## src/design/dlts_pkg.sv

```systemverilog
// Shared types and codes for the delta-list task scheduler.
`timescale 1ns / 1ps

package dlts_pkg;

    localparam logic [1:0] OP_TICK     = 2'd0;
    localparam logic [1:0] OP_ADD      = 2'd1;
    localparam logic [1:0] OP_DISPATCH = 2'd2;

    localparam logic [1:0] STATUS_DONE       = 2'd0;
    localparam logic [1:0] STATUS_FULL       = 2'd1;
    localparam logic [1:0] STATUS_DISPATCHED = 2'd2;
    localparam logic [1:0] STATUS_NOTHING    = 2'd3;

    typedef struct packed {
        logic [7:0]  ident;
        logic [15:0] ticks;
        logic [15:0] period;
    } entry_t;

    typedef enum logic [2:0] {
        ST_IDLE,
        ST_T_HEAD,
        ST_T_SWEEP,
        ST_A_START,
        ST_A_SCAN,
        ST_A_PUT,
        ST_D_HEAD,
        ST_D_SHIFT
    } state_t;

endpackage

```

## src/design/dlts_ram.sv

```systemverilog
// Generic single-write, single-read RAM with registered read data.
`timescale 1ns / 1ps

module dlts_ram #(
    parameter int WIDTH = 40,
    parameter int DEPTH = 16
) (
    input  logic                     clk,
    input  logic                     we,
    input  logic [$clog2(DEPTH)-1:0] waddr,
    input  logic [WIDTH-1:0]         wdata,
    input  logic [$clog2(DEPTH)-1:0] raddr,
    output logic [WIDTH-1:0]         rdata
);

    logic [WIDTH-1:0] mem [DEPTH];

    always_ff @(posedge clk)
    begin
        if (we)
        begin
            mem[waddr] <= wdata;
        end
        rdata <= mem[raddr];
    end

endmodule

```

## src/design/delta_list_task_scheduler_top.sv

```systemverilog
// Top level of the delta-list task scheduler: sequencer around one entry RAM.
//
//  channel  | signals                                            | handshake
//  ---------+----------------------------------------------------+-------------------
//  command  | opcode, task_ident, first_delay, repeat_period     | start && !busy
//  result   | status, due_task_ident, tasks_held                 | done, one cycle
//
//  Entries live in one RAM, sorted by ticks left.
//  Tick: table left as is when empty or when the head is due, else every entry counts down by one.
//  Add: FULL when full, else put after every entry with no more ticks, scanning from the tail.
//  Dispatch: NOTHING when empty or the head is not due, else pops the head, shifts the rest
//  down and adds it back with its period as its delay when that period is nonzero.
//  Reset clears the count and control state only; no clearing pass is needed.
//  The result strobe cannot be stalled; busy drops in the cycle done is high.
`timescale 1ns / 1ps

module delta_list_task_scheduler_top #(
    parameter int MAX_TASKS = 16
) (
    input  logic        clk,
    input  logic        rst_n,
    input  logic        start,
    output logic        busy,
    input  logic [1:0]  opcode,
    input  logic [7:0]  task_ident,
    input  logic [15:0] first_delay,
    input  logic [15:0] repeat_period,
    output logic        done,
    output logic [1:0]  status,
    output logic [7:0]  due_task_ident,
    output logic [4:0]  tasks_held
);

    localparam int AW    = $clog2(MAX_TASKS);
    localparam int CNT_W = $clog2(MAX_TASKS + 1);

    dlts_pkg::state_t state_reg, state_next;
    logic [CNT_W-1:0] count_reg, count_next;
    logic [CNT_W-1:0] idx_reg, idx_next;
    dlts_pkg::entry_t ent_reg, ent_next;
    logic [1:0]       status_reg, status_next;
    logic [7:0]       due_reg, due_next;
    logic             done_reg, done_next;

    logic             ram_we;
    logic [AW-1:0]    ram_waddr;
    dlts_pkg::entry_t ram_wdata;
    logic [AW-1:0]    ram_raddr;
    dlts_pkg::entry_t ram_rdata;

    logic [CNT_W-1:0] idx_inc;
    logic [CNT_W-1:0] idx_dec;
    logic [CNT_W-1:0] count_dec;
    logic [CNT_W+4:0] count_ext;

    assign idx_inc   = idx_reg + CNT_W'(1);
    assign idx_dec   = idx_reg - CNT_W'(1);
    assign count_dec = count_reg - CNT_W'(1);
    assign count_ext = {5'd0, count_reg};

    dlts_ram #(
        .WIDTH ($bits(dlts_pkg::entry_t)),
        .DEPTH (MAX_TASKS)
    ) u_ram (
        .clk   (clk),
        .we    (ram_we),
        .waddr (ram_waddr),
        .wdata (ram_wdata),
        .raddr (ram_raddr),
        .rdata (ram_rdata)
    );

    always_ff @(posedge clk or negedge rst_n)
    begin
        if (!rst_n)
        begin
            state_reg  <= dlts_pkg::ST_IDLE;
            count_reg  <= '0;
            idx_reg    <= '0;
            status_reg <= dlts_pkg::STATUS_DONE;
            due_reg    <= '0;
            done_reg   <= 1'b0;
        end
        else
        begin
            state_reg  <= state_next;
            count_reg  <= count_next;
            idx_reg    <= idx_next;
            status_reg <= status_next;
            due_reg    <= due_next;
            done_reg   <= done_next;
        end
    end

    always_ff @(posedge clk)
    begin
        ent_reg <= ent_next;
    end

    always_comb
    begin
        state_next  = state_reg;
        count_next  = count_reg;
        idx_next    = idx_reg;
        ent_next    = ent_reg;
        status_next = status_reg;
        due_next    = due_reg;
        done_next   = 1'b0;
        ram_we      = 1'b0;
        ram_waddr   = idx_reg[AW-1:0];
        ram_wdata   = ram_rdata;
        ram_raddr   = idx_reg[AW-1:0];

        unique case (state_reg)
            dlts_pkg::ST_IDLE:
            begin
                if (start)
                begin
                    status_next     = dlts_pkg::STATUS_DONE;
                    due_next        = '0;
                    ent_next.ident  = task_ident;
                    ent_next.ticks  = first_delay;
                    ent_next.period = repeat_period;
                    unique case (opcode)
                        dlts_pkg::OP_TICK:
                        begin
                            if (count_reg == '0)
                            begin
                                done_next = 1'b1;
                            end
                            else
                            begin
                                ram_raddr  = '0;
                                idx_next   = '0;
                                state_next = dlts_pkg::ST_T_HEAD;
                            end
                        end
                        dlts_pkg::OP_ADD:
                        begin
                            if (count_reg >= CNT_W'(MAX_TASKS))
                            begin
                                status_next = dlts_pkg::STATUS_FULL;
                                done_next   = 1'b1;
                            end
                            else if (count_reg == '0)
                            begin
                                ram_we           = 1'b1;
                                ram_waddr        = '0;
                                ram_wdata.ident  = task_ident;
                                ram_wdata.ticks  = first_delay;
                                ram_wdata.period = repeat_period;
                                count_next       = count_reg + CNT_W'(1);
                                done_next        = 1'b1;
                            end
                            else
                            begin
                                state_next = dlts_pkg::ST_A_START;
                            end
                        end
                        dlts_pkg::OP_DISPATCH:
                        begin
                            if (count_reg == '0)
                            begin
                                status_next = dlts_pkg::STATUS_NOTHING;
                                done_next   = 1'b1;
                            end
                            else
                            begin
                                ram_raddr  = '0;
                                state_next = dlts_pkg::ST_D_HEAD;
                            end
                        end
                        default:
                        begin
                            done_next = 1'b1;
                        end
                    endcase
                end
            end

            dlts_pkg::ST_T_HEAD:
            begin
                if (ram_rdata.ticks == '0)
                begin
                    done_next  = 1'b1;
                    state_next = dlts_pkg::ST_IDLE;
                end
                else
                begin
                    state_next = dlts_pkg::ST_T_SWEEP;
                end
            end

            dlts_pkg::ST_T_SWEEP:
            begin
                ram_we          = 1'b1;
                ram_wdata.ticks = ram_rdata.ticks - 16'd1;
                if (idx_reg == count_dec)
                begin
                    done_next  = 1'b1;
                    state_next = dlts_pkg::ST_IDLE;
                end
                else
                begin
                    ram_raddr = idx_inc[AW-1:0];
                    idx_next  = idx_inc;
                end
            end

            dlts_pkg::ST_A_START:
            begin
                ram_raddr  = count_dec[AW-1:0];
                idx_next   = count_dec;
                state_next = dlts_pkg::ST_A_SCAN;
            end

            dlts_pkg::ST_A_SCAN:
            begin
                ram_we    = 1'b1;
                ram_waddr = idx_inc[AW-1:0];
                if (ram_rdata.ticks > ent_reg.ticks)
                begin
                    if (idx_reg == '0)
                    begin
                        state_next = dlts_pkg::ST_A_PUT;
                    end
                    else
                    begin
                        ram_raddr = idx_dec[AW-1:0];
                        idx_next  = idx_dec;
                    end
                end
                else
                begin
                    ram_wdata  = ent_reg;
                    count_next = count_reg + CNT_W'(1);
                    done_next  = 1'b1;
                    state_next = dlts_pkg::ST_IDLE;
                end
            end

            dlts_pkg::ST_A_PUT:
            begin
                ram_we     = 1'b1;
                ram_waddr  = '0;
                ram_wdata  = ent_reg;
                count_next = count_reg + CNT_W'(1);
                done_next  = 1'b1;
                state_next = dlts_pkg::ST_IDLE;
            end

            dlts_pkg::ST_D_HEAD:
            begin
                if (ram_rdata.ticks != '0)
                begin
                    status_next = dlts_pkg::STATUS_NOTHING;
                    done_next   = 1'b1;
                    state_next  = dlts_pkg::ST_IDLE;
                end
                else
                begin
                    status_next     = dlts_pkg::STATUS_DISPATCHED;
                    due_next        = ram_rdata.ident;
                    ent_next.ident  = ram_rdata.ident;
                    ent_next.ticks  = ram_rdata.period;
                    ent_next.period = ram_rdata.period;
                    if (count_reg == CNT_W'(1))
                    begin
                        count_next = '0;
                        if (ram_rdata.period != '0)
                        begin
                            state_next = dlts_pkg::ST_A_PUT;
                        end
                        else
                        begin
                            done_next  = 1'b1;
                            state_next = dlts_pkg::ST_IDLE;
                        end
                    end
                    else
                    begin
                        ram_raddr  = AW'(1);
                        idx_next   = CNT_W'(1);
                        state_next = dlts_pkg::ST_D_SHIFT;
                    end
                end
            end

            dlts_pkg::ST_D_SHIFT:
            begin
                ram_we    = 1'b1;
                ram_waddr = idx_dec[AW-1:0];
                if (idx_reg == count_dec)
                begin
                    count_next = count_dec;
                    if (ent_reg.period != '0)
                    begin
                        state_next = dlts_pkg::ST_A_START;
                    end
                    else
                    begin
                        done_next  = 1'b1;
                        state_next = dlts_pkg::ST_IDLE;
                    end
                end
                else
                begin
                    ram_raddr = idx_inc[AW-1:0];
                    idx_next  = idx_inc;
                end
            end

            default:
            begin
                state_next = dlts_pkg::ST_IDLE;
            end
        endcase
    end

    assign busy           = (state_reg != dlts_pkg::ST_IDLE);
    assign done           = done_reg;
    assign status         = status_reg;
    assign due_task_ident = due_reg;
    assign tasks_held     = count_ext[4:0];

    a_done_idle: assert property (@(posedge clk) disable iff (!rst_n)
        done_reg |-> state_reg == dlts_pkg::ST_IDLE)
        else $error("result strobe outside idle");

    a_count_bound: assert property (@(posedge clk) disable iff (!rst_n)
        count_reg <= CNT_W'(MAX_TASKS))
        else $error("task count above table size");

    a_full_count: assert property (@(posedge clk) disable iff (!rst_n)
        done_reg && status_reg == dlts_pkg::STATUS_FULL |-> count_reg == CNT_W'(MAX_TASKS))
        else $error("add refused while table has room");

    a_due_zero: assert property (@(posedge clk) disable iff (!rst_n)
        done_reg && status_reg != dlts_pkg::STATUS_DISPATCHED |-> due_reg == '0)
        else $error("due id set without dispatch");

    a_accept_progress: assert property (@(posedge clk) disable iff (!rst_n)
        start && !busy |=> busy || done_reg)
        else $error("accepted transaction dropped");

endmodule

```

## config.mk

```make
export PLATFORM = sky130hd
export DESIGN_NAME = delta_list_task_scheduler_top
export DESIGN_NICKNAME = d
export VERILOG_FILES = /design/src/design/dlts_pkg.sv /design/src/design/dlts_ram.sv /design/src/design/delta_list_task_scheduler_top.sv
export SDC_FILE = /design/constraint.sdc
export NUM_CORES = 1
export LEC_CHECK = 0
export BUFFER_PORTS_ARGS = -buffer_cell sky130_fd_sc_hd__buf_2
export CORE_ASPECT_RATIO = 0.75
export CORE_MARGIN = 3
export CORE_UTILIZATION = 30
export DETAILED_ROUTE_END_ITERATION = 10
export GPL_ROUTABILITY_DRIVEN = 0
export GPL_TIMING_DRIVEN = 0
export PLACE_DENSITY_LB_ADDON = 0.15
export SLEW_MARGIN = 20
export SYNTH_ARGS = -nofsm -noshare
export SYNTH_HDL_FRONTEND = slang
export SYNTH_SLANG_ARGS = --single-unit
export TNS_END_PERCENT = 30
```

## constraint.sdc

```tcl
create_clock -name clk -period 5.05 [get_ports clk]
set_input_delay 0.505 -clock clk [delete_from_list [all_inputs] [get_ports clk]]
set_output_delay 0.505 -clock clk [all_outputs]
set_load 0.005 [all_outputs]
```

---- Yosys cells after proc, flatten, opt, wreduce, memory -nomap -nowiden ----
Memories as Yosys holds them, arrays and structs flattened. A register that Yosys moved wholly into a read port is not among the register bits.
Index checks and enable logic that the tools add are counted.
Widths: inputs -> output; s select.
operators by class
  eq/ne operators ......................... 32
  reductions and logical operators ........ 20
  magnitude comparators ................... 2
  $add $sub $neg .......................... 5
  multiplexer cells ....................... 87
operators by type and width
  cell                   count
  $mux 40                7
  $mux 5                 16
  $pmux 40 s2            1
  $pmux 16 s4            1
  $pmux 5 s5             2
  $mux 4                 12
  $pmux 16 s3            1
  $reduce_bool 16->1     3
  $mux 3                 12
  $reduce_and 9->1       3
  $ne 2x2->1 const B     13
  $pmux 3 s8             1
  $pmux 8 s3             1
  $pmux 4 s5             1
  $mux 1                 18
  $gt 16x16->1           1
  $logic_not 16->1       1
  $mux 8                 2
  $pmux 4 s4             1
  $pmux 8 s2             1
  $sub 16x1->16 const B  1
  $ne 3x3->1 const B     5
  $eq 3x3->1 const B     4
  $add 5x1->5 const B    2
  25 further kinds       36
storage, ports and cells
  bits of input ports ..................... 45
  output and inout port bits .............. 17
  memories kept ........................... 1
  flip-flop bits (word level) ............. 64
  memory bits (writable) .................. 640
  word-level logic and storage cells ...... 156
memories
  memory     depth  width  rd ports  clocked after Yosys merged registers in  write ports  line            text
  u_ram.mem  16     40     1         1                                        1            dlts_ram.sv:16  logic [WIDTH-1:0] mem [DEPTH];

---- Longest topological paths before layout ----
Gate-level depths: netlist of the first run.
  word-level depth ........................ 8
  mapped depth ............................ 16
  gate-level depth less buffers ........... 12

---- Modules after synthesis ----
A second synthesis of the first run with hierarchy kept.
second synthesis, totals
  cell total of the unflattened synthesis .. 1,755
  area, all modules ....................... 30,633.1 um^2
modules (own cells, without submodules)
  module                         seq. area each (um^2)  cells an instance  times used  area each (um^2)
  dlts_ram                       20,019.2               1,040              1           25,131.6
  delta_list_task_scheduler_top  1,801.7                715                1           5,501.5

---- Worst setup path before layout of the first run ----
OpenSTA, ideal clock, no wires.
  path type ............................... register to register
  from .................................... reg count_reg[0], in the netlist tasks_held[0]
  to ...................................... mem u_ram.mem[0][0], enable pin
  data required time ...................... 4.613 ns
  path buffers ............................ 1
  path slack .............................. 0.306 ns
  clock period less this slack ............ 4.744 ns
  arrival ................................. 4.306 ns
  library setup time ...................... 0.437 ns
  cell stages (with the launch flop) ...... 12
  path through ............................ dfrtp_1 buf_2 inv_1 ha_1 nor4b_1 nand3_1 nor2_1 o21ai_0 a221oi_1 a21oi_1 or3_1 nor2_1
between the ends
  cells in the longest elaborated chain, start to end .. 8
  elaborated cells on any way between the ends .. 14
  classes of those cells .................. 1 x order compare; 12 x mux; 1 x reduce/logical
ends and longest elaborated chain
  element                                                             line                                 text
  start, declared                                                     delta_list_task_scheduler_top.sv:38  logic [CNT_W-1:0] count_reg, count_next;
  start signal, assigned                                              delta_list_task_scheduler_top.sv:87  count_reg <= count_next;
  parallel branches: the longest is 8 deep, another holds $ge 5x5->1  -
  end, declared                                                       dlts_ram.sv:16
Parallel ways; which one is timed is not known.

---- Final worst setup path of the first run ----
  from .................................... reg ent_reg[31] (netlist bit)
  to ...................................... reg u_ram.rdata[22] (read register of u_ram.mem)
between the ends
  cells in the longest elaborated chain, start to end .. 3
ends and longest elaborated chain
  element                 line                                  text
  start, declared         delta_list_task_scheduler_top.sv:40   dlts_pkg::entry_t ent_reg, ent_next;
  start signal, assigned  delta_list_task_scheduler_top.sv:97   ent_reg <= ent_next;
  $gt 16x16->1            delta_list_task_scheduler_top.sv:221  if (ram_rdata.ticks > ent_reg.ticks)
  $mux 4                  delta_list_task_scheduler_top.sv:221
  $pmux 4 s5              delta_list_task_scheduler_top.sv:114  unique case (state_reg)
  end, declared           dlts_ram.sv:13                        output logic [WIDTH-1:0] rdata
No other way between the ends.
A chain may end at the register's enable or synchronous reset.

==> impl_metrics.tcl, run 1 <==
set metrics [dict create \
    worstHoldEndpoint "ent_reg[37]" \
    ios 62 \
    drv_slew 0 \
    yosysTopAreaCellShare_pct 66.66 \
    ff2ff_path_depth 12 \
    syn_nets 1844 \
    relSlewSlack_pct 20.03 \
    path_clk_slew_ps 60 \
    firstDrtPassIters 7 \
    hold_class "in2reg" \
    fp.dieH_microns 282.7 \
    place_inst 3200 \
    setup_ws_ps 160.7 \
    regArea_sq_mm 0.02182 \
    initial_core_util_pct 30.57 \
    antenna_found_initial 0 \
    layout.nets 2036 \
    end_kind "register" \
    coreArea_sq_mm 0.1002 \
    area_growth_pct 19.62 \
    rsz0062_at_grt "no" \
    fmax_mhz 204.5 \
    die_w_microns 375.0 \
    wirelength_microns 95500 \
    seq_area_frac_synth_pct 71.23 \
    crit_required_ps 5580 \
    avgSynthCellArea_sq_um 17.31 \
    critPathMaxFanout 10 \
    crit_type "reg2reg" \
    place_ws_ps -401.8 \
    insertion_delay_ps 660 \
    status "finished clean" \
    htreeDepth 3 \
    synth_area_sq_mm 0.03063 \
    synth-seq-cells 744 \
    largest_register_ff_count 640 \
    grt_pass1_wl_microns 133600 \
    cts-root-buf "clkbuf_16" \
    synth_cell_types 68 \
    grt_usage_pct 17.95 \
    drt-wirelength-per-cell_microns 28.47 \
    clock_skew_ps 59.64 \
    die-area_sq_mm 0.1060 \
    route.antenna.remaining_nets 0 \
    fillers 9334 \
    via_per_inst 5.269 \
    ys_warn_count 0 \
    cts_buffers 79 \
    setup_tns_ps 0 \
    period_share_pct 96.82 \
    route.vias.total 17670 \
    post-dp-hpwl_microns 65330 \
    startpoint_type "register" \
    synth_edf_count 680 \
    first_global_vias 17550 \
    hp-start "task_ident[5]" \
    hold_viol 0 \
    multi_input_area_sq_mm 0.008098 \
    synth_ff_type "edfxtp_1" \
    cts_tree "built" \
    grt_max_degree 25 \
    reg2reg_from "ent_reg[31]" \
    clock-sinks 744 \
    cp.arrival_ps 5420 \
    post-route-min-period_ps 4889 \
    drive_gt1_share_pct 26.59 \
    drc 0 \
    setup_viol 0 \
    drt_iter0_drc 2331 \
    cap_violations 0 \
    postSynth.asyncResetShare_pct 3.226 \
    overflow 0 \
    fp-row-count 100 \
    fin_cells 3354 \
    synth_top_cells_by_area "edfxtp_1 (67%), mux4_2 (12%), dfxtp_1 (2.6%)" \
    hold_depth 3 \
    tightest_slew_ps 1190 \
    synth_largest_area_cell "edfxtp_1" \
    cts_buffer_depth 3 \
    syn_inst 1770 \
    numPortBuffers 61 \
    timing.rr.end "u_ram.rdata[22]" \
    reg2reg_slack_ps 160 \
]
==> layout by cell type, fill, tap and decap left out, types with 40 or more instances in the layout <==
master / synthesis / layout
nor2_1: 71 / 54
mux4_2: 159 / 159
dfxtp_1: 40 / 40
buf_2: 20 / 85
clkbuf_16: 0 / 81
clkbuf_1: 41 / 57
nand2_1: 177 / 177
o21ai_0: 58 / 55
edfxtp_1: 680 / 680
inv_1: 133 / 130
==> critical path: stages, from the launching register on <==
cell and delay, ps:
edfxtp_1 360, inv_1 60, ha_1 290, nand4_1 190, or4_1 580, a21oi_1 270, nor3_4 120, nor2_1 500
o2111ai_1 250, a211oi_1 770, nand2_1 450, clkbuf_2 490, o221ai_2 420
==> final cells by class <==
class	instances	area share, %
inverter	134	1.373
buffer	86	1.332
timing repair buffer	111	4.009
clock buffer	115	6.044
multi-input combinational	806	22.10
antenna	1	0.006829
tap	1326	4.528
clock inverter	31	1.062
sequential	744	59.55
==> what timing repair did <==
action / CTS / global route
endpoints found under the hold margin: 18 / 0
setup endpoints to repair: 120 / 480
hold buffers: 1 / 0
pin swaps: 0 / 3
resized for setup: 25 / 15
setup buffers: 0 / 5
==> metal layers <==
| layer | up-vias | track usage [%] | routed length, microns |
|---|---|---|---|
| met4 | 0 | 5.503 | 2738 |
| met1 | 9323 | 26.97 | 44860 |
| met5 | - | 0 | 0 |
| li1 | 7458 | - | - |
| met3 | 147 | 3.912 | 7487 |
| met2 | 745 | 25.95 | 40410 |
==> synthesized netlist by cell type, types with 3 or more instances <==
master,instances
nor4b_1,3
xnor2_1,8
a31oi_1,6
o41ai_1,3
buf_2,20
nor2_1,71
a21oi_1,30
o22ai_1,4
edfxtp_1,680
nand4_1,9
dfrtp_1,24
clkbuf_1,41
nor2b_1,5
mux2i_1,6
nand2_1,177
o221ai_1,15
a22oi_1,4
nor4_1,11
buf_4,3
a211o_1,3
o221ai_2,26
ha_1,29
a222oi_1,31
o21ai_0,58
a22oi_2,39
a221oi_1,4
xor2_1,3
nand2b_1,6
inv_1,133
buf_1,15
o211ai_1,6
mux4_2,159
nor3_1,15
nand3_1,18
buf_6,7
a211oi_1,4
dfxtp_1,40
or3_1,4
a221o_1,8
==> worst max path at each step <==
stage / to / start / slack [ps]
after floorplan: u_ram.mem[0][0] / tasks_held[0] / 310
after global placement: u_ram.mem[5][5] / tasks_held[0] / -3570
after detailed placement: u_ram.rdata[16] / tasks_held[0] / -400
after CTS: u_ram.rdata[29] / tasks_held[0] / 90
after global routing: u_ram.rdata[24] / ent_reg[31] / 30
final: u_ram.rdata[22] / ent_reg[31] / 160
==> kinds of logic after synthesis <==
family | after synthesis | synth area share, %
adder cells (fa/ha/maj) | 29 | 1.184
AO/OA/AOI/OAI | 262 | 7.425
XOR/XNOR | 12 | 0.3880
flip-flops | 744 | 71.23
buffers and inverters | 220 | 2.986
multiplexers | 167 | 11.96
AND/OR/NAND/NOR | 336 | 4.828
==> metrics by stage <==
step	util, %	area [sq um]	hold WS, ps
4_1_cts	36.46	36550	103.3
6_report	36.56	36640	149.0
3_3_place_gp	32.53	32600	472.8
5_1_grt	36.56	36640	144.1
3_5_place_dp	33.78	33850	488.1
2_1_floorplan	-	30630	209.4
Power of run 1 is left out: the tool's default activity adds up to more than one toggle a clock period on the data nets, which glitch-free logic cannot reach.
==> inputs of run 2 (changes only) <==
--- a/config.mk
+++ b/config.mk
@@ -5,6 +5,7 @@
 export SDC_FILE = /design/constraint.sdc
 export NUM_CORES = 1
 export LEC_CHECK = 0
+export ABC_AREA = 1
 export BUFFER_PORTS_ARGS = -buffer_cell sky130_fd_sc_hd__buf_2
 export CORE_ASPECT_RATIO = 0.75
 export CORE_MARGIN = 3
@@ -13,6 +14,7 @@
 export GPL_ROUTABILITY_DRIVEN = 0
 export GPL_TIMING_DRIVEN = 0
 export PLACE_DENSITY_LB_ADDON = 0.15
+export SETUP_SLACK_MARGIN = 0.2
 export SLEW_MARGIN = 20
 export SYNTH_ARGS = -nofsm -noshare
 export SYNTH_HDL_FRONTEND = slang
==> run 2 against run 1 <==
Compared with the run above:
- global-route usage rose by 2.3 points
- flip-flop and latch count did not move
- clock skew fell by 37 ps
- core utilization fell by 0.40 points
- fmax rose by 9.3%
- routed wire length rose by 28%
==> impl_metrics.tcl, run 2 <==
set metrics [dict create \
    status "finished clean" \
    synth_ff_type "edfxtp_1" \
    largest_register_ff_count 640 \
    synth_top_cells_by_area "edfxtp_1 (59%), nand3_1 (11%), nand2_1 (9.1%)" \
    rsz0062_at_grt "no" \
    synth-seq-cells 744 \
    startpoint_type "register" \
    route.antenna.remaining_nets 0 \
    coreArea_sq_mm 0.1126 \
    initial_core_util_pct 30.53 \
    postCtsSetupBuffers 0 \
    synth_common_cells "nand2_1 (830), nand3_1 (776), edfxtp_1 (680), inv_1 (492), nor2_1 (85)" \
    fin_cells 5252 \
    via_per_inst 4.867 \
    cts-resized-gates 0 \
    cp.buffers_inverters 4 \
    route.vias.total 25560 \
    synth_edf_count 680 \
    place_inst 5101 \
    synth_largest_area_cell "edfxtp_1" \
    layout_common_cells "nand2_1 (830), nand3_1 (776), edfxtp_1 (680)" \
    fin_util_pct 36.17 \
    cts_buffers 80 \
    reg2reg_slack_ps 580 \
    htreeDepth 3 \
    synth_area_sq_mm 0.03438 \
    setup_tns_ps 0 \
    overflow 0 \
    timing.rr.end "u_ram.mem[13][1]" \
    cts_buffer_depth 3 \
    syn_nets 3525 \
    path_delay_family "buffers and inverters" \
    relSlewSlack_pct 23.31 \
    insertion_delay_ps 680 \
    crit_type "reg2reg" \
    post-route-min-period_ps 4472 \
    hold_viol 0 \
    synth.most_common_cell "nand2_1" \
    drc 0 \
    cpMostUsedCell "nand2_1" \
    ff2ff_path_depth 13 \
    numPortBuffers 61 \
    post-dp-hpwl_microns 86900 \
    firstDrtPassIters 6 \
    cts-root-buf "clkbuf_16" \
    grt_max_degree 25 \
    yosysTopAreaCellShare_pct 59.40 \
    wirelength_microns 122200 \
    period_share_pct 88.56 \
    multi_input_area_sq_mm 0.009940 \
    ys_warn_count 0 \
    layout.nets 3746 \
    worstHoldEndpoint "ent_reg[39]" \
    postSynth.asyncResetShare_pct 3.226 \
    antenna_found_initial 1 \
    hold_class "in2reg" \
    cp.arrival_ps 4870 \
    area_growth_pct 18.47 \
    clock-sinks 744 \
    path_clk_slew_ps 70 \
    final_common_cell "nand2_1" \
    hold_depth 3 \
    hold_buffers 1 \
    die-area_sq_mm 0.1187 \
    setup_viol 0 \
    fillers 11390 \
    grt_usage_pct 20.28 \
    drt_iter0_drc 2622 \
    fp.dieH_microns 299.2 \
    ios 62 \
    avgSynthCellArea_sq_um 9.961 \
    cp_cell_sequence "inv_1 -> ha_1 -> nand4_1 -> nor2_1 -> nand2_1 -> nand2_1 -> nand2_1 -> nand2_1 -> nand2_1 -> inv_1 -> clkbuf_1 -> o211ai_1 -> buf_4" \
    seq_area_frac_synth_pct 63.48 \
    end_kind "register" \
    drive_gt1_share_pct 11.63 \
    crit_required_ps 5450 \
    first_global_vias 23920 \
    reg2reg_from "ent_reg[31]" \
    critPathMaxFanout 10 \
    hold_ws_ps 131.4 \
    fmax_mhz 223.6 \
    regArea_sq_mm 0.02182 \
    fp-row-count 106 \
    syn_inst 3451 \
    hp-start "task_ident[7]" \
    slowest_delay_ps 850 \
    tightest_slew_ps 1150 \
    cts_tree "built" \
    critical_path.slowest_cell "clkbuf_1" \
    die_w_microns 396.9 \
    grt_pass1_wl_microns 173500 \
    synth_cell_types 47 \
    cap_violations 0 \
    clock_skew_ps 22.94 \
    drt-wirelength-per-cell_microns 23.27 \
    drv_slew 0 \
]
## run 2: worst max-delay path by stage
stage | cells past startpoint | startpoint | end | slack (ps)
2_1_floorplan | 10 | tasks_held[0] | u_ram.mem[4][0] | 1020
3_3_place_gp | 10 | tasks_held[0] | u_ram.mem[2][17] | -2210
3_5_place_dp | 13 | ent_reg[31] | u_ram.mem[13][1] | 700
4_1_cts | 13 | ent_reg[31] | u_ram.mem[11][1] | 660
5_1_grt | 13 | ent_reg[31] | u_ram.mem[11][1] | 440
6_report | 13 | ent_reg[31] | u_ram.mem[13][1] | 580
## run 2: tightest hold or removal path, stage by stage
cell	delay [ps]
buf_2	100
nand2_1	50
nand2_1	50
## run 2: kinds of logic after synthesis
family	after synthesis	share of synthesized area (%)
XOR/XNOR	9	0.2293
adder cells (fa/ha/maj)	29	1.056
flip-flops	744	63.48
AO/OA/AOI/OAI	198	3.556
buffers and inverters	690	8.448
AND/OR/NAND/NOR	1781	23.23
## run 2: layer usage
layer | share of wire, % | vias up | track usage (%) | routed length (microns)
met3 | 6.8 | 187 | 3.721 | 8267
met5 | 0 | - | 0 | 0
met4 | 2.8 | 0 | 6.167 | 3395
li1 | - | 12150 | - | -
met1 | 49 | 12340 | 30.97 | 59900
met2 | 41 | 885 | 28.82 | 50660
## run 2: stage by stage
| step | area (sq um) | setup slack, ps |
|---|---|---|
| 6_report | 40720 | 577.8 |
| 5_1_grt | 40720 | 436.7 |
| 4_1_cts | 40720 | 663.1 |
| 3_5_place_dp | 38070 | 704.6 |
| 3_3_place_gp | 36570 | -2210 |
| 2_1_floorplan | 34380 | 1019 |
## run 2: cell type report
type	instances	share of cell area [%]
clock inverters	54	1.352
clock buffers	95	5.131
multi-input cells	2017	24.41
well taps	1512	4.645
plain buffers	185	2.486
inverters	505	4.661
diodes	1	0.006145
flip-flops and latches	744	53.58
repair buffers	139	3.730
Power of run 2 is left out for the same reason.
